--- config.mk ---
export PLATFORM = sky130hd
export DESIGN_NAME = vpc_aux_ram
export DESIGN_NICKNAME = d
export VERILOG_FILES = /design/src/sv/vpc_pkg.sv /design/src/sv/vpc_aux_ram.sv
export SDC_FILE = /design/constraint.sdc
export NUM_CORES = 1
export LEC_CHECK = 0
export BUFFER_PORTS_ARGS = -buffer_cell sky130_fd_sc_hd__buf_2
export CORE_ASPECT_RATIO = 0.7
export CORE_MARGIN = 2
export CORE_UTILIZATION = 35
export CTS_CLUSTER_DIAMETER = 120
export CTS_CLUSTER_SIZE = 8
export DETAILED_ROUTE_END_ITERATION = 10
export PLACE_DENSITY = 0.54
export SLEW_MARGIN = 20
export SYNTH_ARGS = -nofsm -noshare
export SYNTH_HDL_FRONTEND = slang
export SYNTH_SLANG_ARGS = --single-unit
export TNS_END_PERCENT = 20
--- constraint.sdc ---
create_clock -name clock -period 4.6 [get_ports clock]
set_clock_uncertainty 0.15 [all_clocks]
set_input_delay 0.69 -clock clock [delete_from_list [all_inputs] [get_ports clock]]
set_output_delay 0.69 -clock clock [all_outputs]
set_load 0.1 [all_outputs]
--- src/sv/vpc_pkg.sv ---
// Package for the video port command core: sizes, item kinds, access codes
// and the sequencer state type. No dependencies.
`default_nettype none
package vpc_pkg;
   // video RAM size in bytes; a power of two from 1024 to 65536
   localparam int VRAM_BYTES = 65536;
   localparam int VRAM_AW    = $clog2(VRAM_BYTES);

   localparam logic [1:0] KIND_CTRL_WR = 2'd0;
   localparam logic [1:0] KIND_DATA_WR = 2'd1;
   localparam logic [1:0] KIND_DATA_RD = 2'd2;
   localparam logic [1:0] KIND_STAT_RD = 2'd3;

   localparam logic [3:0] CODE_VRAM_WR = 4'h1;
   localparam logic [3:0] CODE_CRAM_WR = 4'h3;
   localparam logic [3:0] CODE_VSRAM_WR = 4'h5;
   localparam logic [3:0] CODE_VRAM_RD = 4'h0;
   localparam logic [3:0] CODE_CRAM_RD = 4'h8;
   localparam logic [3:0] CODE_VSRAM_RD = 4'h4;

   localparam logic [1:0] DMA_MODE_FILL = 2'b10;
   localparam logic [1:0] DMA_MODE_COPY = 2'b11;

   typedef enum logic [10:0] {
      S_CLEAR   = 11'b00000000001,
      S_IDLE    = 11'b00000000010,
      S_EXEC    = 11'b00000000100,
      S_VWR2    = 11'b00000001000,
      S_VRD1    = 11'b00000010000,
      S_VRD2    = 11'b00000100000,
      S_AUXRD   = 11'b00001000000,
      S_FILL    = 11'b00010000000,
      S_COPY_RD = 11'b00100000000,
      S_COPY_WR = 11'b01000000000,
      S_SPARE   = 11'b10000000000
   } state_type;
endpackage
`default_nettype wire

--- src/sv/vpc_aux_ram.sv ---
// Color RAM (64 x 9) and scroll RAM (64 x 16), shared address, registered reads.
// Depends on vpc_pkg.
`default_nettype none
module vpc_aux_ram (
   input  wire logic        clock,
   input  wire logic        cram_wr_en,
   input  wire logic        vsram_wr_en,
   input  wire logic [5:0]  wr_addr,
   input  wire logic [8:0]  cram_wr_data,
   input  wire logic [15:0] vsram_wr_data,
   input  wire logic        rd_en,
   input  wire logic [5:0]  rd_addr,
   output logic      [8:0]  cram_rd_data,
   output logic      [15:0] vsram_rd_data
);
   import vpc_pkg::*;

   logic [8:0]  cram [64];
   logic [15:0] vsram [64];
   logic [8:0]  cram_rd_ff;
   logic [15:0] vsram_rd_ff;

   always_ff @(posedge clock) begin
      if (cram_wr_en) begin
         cram[wr_addr] <= cram_wr_data;
      end
      if (vsram_wr_en) begin
         vsram[wr_addr] <= vsram_wr_data;
      end
      if (rd_en) begin
         cram_rd_ff  <= cram[rd_addr];
         vsram_rd_ff <= vsram[rd_addr];
      end
   end

   assign cram_rd_data  = cram_rd_ff;
   assign vsram_rd_data = vsram_rd_ff;
endmodule
`default_nettype wire

==> reports/results.txt <==
status - finished, final reports clean
Layout area overhead - 15.7%
Reg clk slew, reported paths - 0.05 ns
Clk pwr share - 43.8%
nets - 3276
area of the multi-input gates - 13200 µm²
Resized Gates After CTS - 0
switching power - 7.20 mW
first drt pass iteration count - 5
Synth Instances - 2908
Pwr Total - 32.6 mW
Slew Viols, Final - 0
CTS sink count - 1625
Worst-Skew Late Latency - 0.84 ns
core area - 179000 µm²
vias in the first global route - 30300
crit path kind - in2reg
critical path peak fanout - 47
number of synthesis warnings - 0
net count after synthesis - 2949
Die Y - 359 µm
VDD IR-drop max - 0.333 mV
initial antenna violation count - 21
setup TNS - 0 ns
FMAX - 315 MHz
leading post-synthesis cells by cell area - edfxtp_1 (77%), mux4_2 (11%), mux2i_1 (3.0%)
final setup vio count - 0
vias per cell - 5.52
register area share after synthesis - 77.4%
cell-internal power - 25.4 mW
CP Launch Type - input pin
DRC - 0
Tmin final - 3.17 ns
fin area - 72900 µm²
die area - 184000 µm²
RSZ-0062 raised after global routing - false
Initial DRC Count - 4187
hold crit path type - in2reg
Storage cell area - 48800 µm²
mean cell area of the mapped netlist - 21.7 µm²
DR WL/cell - 30.9 µm
Via Count - 31100
CP arrival - 3.57 ns
layout cell share with drive strength beyond 1 - 30.3%
Hold Slack - 0.207 ns
WL final - 174000 µm
Initial Util - 35.2%
row cnt - 130
Worst EP required - 4.99 ns
final period utilization - 69.0%
CP Capture Type - flop
setup bufs post-CTS - 0
Slew @ Worst Pin - 1.19 ns
final RePlAce weighted congestion - 0.897
CTS tree - yes
post-detail-place hpwl - 110000 µm
area post-placement - 67100 µm²
TritonCTS Buffers - 221
remaining antenna violation count after routing - 0
area share of the largest cell type after synthesis - 77.4%
total grt overflow - 0
worst-case clock buffer depth - 3
Hold Buf Count CTS - 0
Power Density - 448 nW/µm²
DIE WIDTH - 511 µm
largest net degree at the start of global routing - 79
sw frac - 22.1%
final hold vios - 0
Pleak - 23.3 nW
first-pass GRT wire length - 243000 µm
post-synthesis cell type count - 43
top cell type by total area after synthesis - edfxtp_1
CTS H-tree lvls - 4
Comb power frac - 5.7%
Syn Std Cell Area - 63000 µm²
number of port buffers - 65
GRT Overall Usage - 18.7%
Yosys reg bits - 1625
sequential power share - 50.6%
max_cap viols - 0
max_slew headroom - 20.8%
Root Buffer Master - clkbuf_16
Fill cells - 15600
I/O Pins - 66
## power groups by stage
| stage | Clock [mW] | Combinational (mW) | Sequential, mW |
|---|---|---|---|
| after global placement | 0 | 1.83 | 16.8 |
| after detailed placement | 0 | 1.84 | 16.8 |
| final | 14.3 | 1.85 | 16.5 |
| after CTS | 14.6 | 1.85 | 16.5 |
| after floorplan | 0 | 0.874 | 16.9 |
| after global routing | 15.1 | 1.93 | 16.5 |
## stage by stage
| step | setup slack [ns] | std cells | util (%) |
|---|---|---|---|
| floorplan | 1.58 | 2908 | - |
| detailed placement | 0.725 | 5388 | 37.5 |
| CTS | 1.64 | 5625 | 40.7 |
| finish | 1.43 | 5633 | 40.7 |
| global route | 1.44 | 5633 | 40.7 |
| global placement | 0.739 | 5386 | 37.4 |
## cell usage after synthesis, drive strengths merged
library cell and instances:
nor2b 7, a31oi 1, nand2 55, o221ai 7
clkbuf 48, mux2 66, a21o 15, edfxtp 1625
nor2 153, a311oi 15, o22ai 69, buf 116
and2 3, o22a 14, a211oi 21, a22oi 30
nand3 12, a31o 7, nand4 2, mux4 319
o21a 1, mux2i 187, o211ai 15, nor3 7
or3b 4, a21oi 16, nor4 7, nand2b 4
or3 4, o21ai 19, a221oi 2, nand3b 10
inv 10, or2 1, a22o 36
## critical path, cell delays in order
cell      delay [ns]
buf_8           0.39
and2_1          1.02
buf_4           0.39
a21oi_1         0.13
a311oi_2        0.76
a211oi_2        0.09
## cells by family after synthesis
family	after synthesis	share of synthesized area, %
simple gates	269	1.84
mux	572	15.5
buf+inv	174	1.75
flops	1625	77.4
compound gates	268	3.44
## area by class of cell
type / count / area share (%)
sequential: 1625 / 66.9
clock inverter: 15 / 0.357
tap: 2376 / 4.08
multi-input combinational: 1109 / 18.1
timing repair buffer: 268 / 2.83
clock buffer: 222 / 7.59
inverter: 10 / 0.0515
antenna: 8 / 0.0275
## state kept, by name, summed over array words and instances (netlist names)
name and cells:
cram_rd_data 9, vsram 1024, cram 576, vsram_rd_data 16
## per-layer routing
| layer | part of all wire, % | track usage [%] | vias up |
|---|---|---|---|
| met1 | 47 | 29.3 | 16700 |
| met3 | 9.1 | 4.40 | 213 |
| met5 | 0 | 0 | - |
| met4 | 2.0 | 5.22 | 0 |
| li1 | - | - | 12800 |
| met2 | 42 | 25.8 | 1433 |
## path summary, 6_finish.rpt
kind,start,endpoint,slack (ns),cells past startpoint
max,rd_addr[1],vsram_rd_data[1],1.43,6
min,cram_wr_data[8],cram[47][8],0.21,1
max reg2reg,vsram[5][1],vsram_rd_data[1],2.12,6
min reg2reg,vsram[8][5],vsram_rd_data[5],0.70,4
## layout by cell type (no fill, tap or decap), types with 15 or more instances in the layout
cell / synthesis / routed
edfxtp_1: 1625 / 1625
mux4_2: 319 / 319
clkbuf_16: 0 / 221
buf_4: 34 / 192
mux2i_1: 187 / 187
nor2_1: 153 / 115
o22ai_1: 69 / 69
mux2_2: 66 / 66
buf_2: 49 / 59
nand2_1: 55 / 55
nor2_2: 0 / 38
a22o_1: 36 / 36
a22oi_1: 20 / 20
a211oi_2: 17 / 17
a21oi_1: 16 / 16
o21ai_1: 16 / 16
a21o_1: 15 / 15
o211ai_1: 15 / 15
a311oi_2: 15 / 15
No activity file was read; power rests on OpenSTA's default activity.
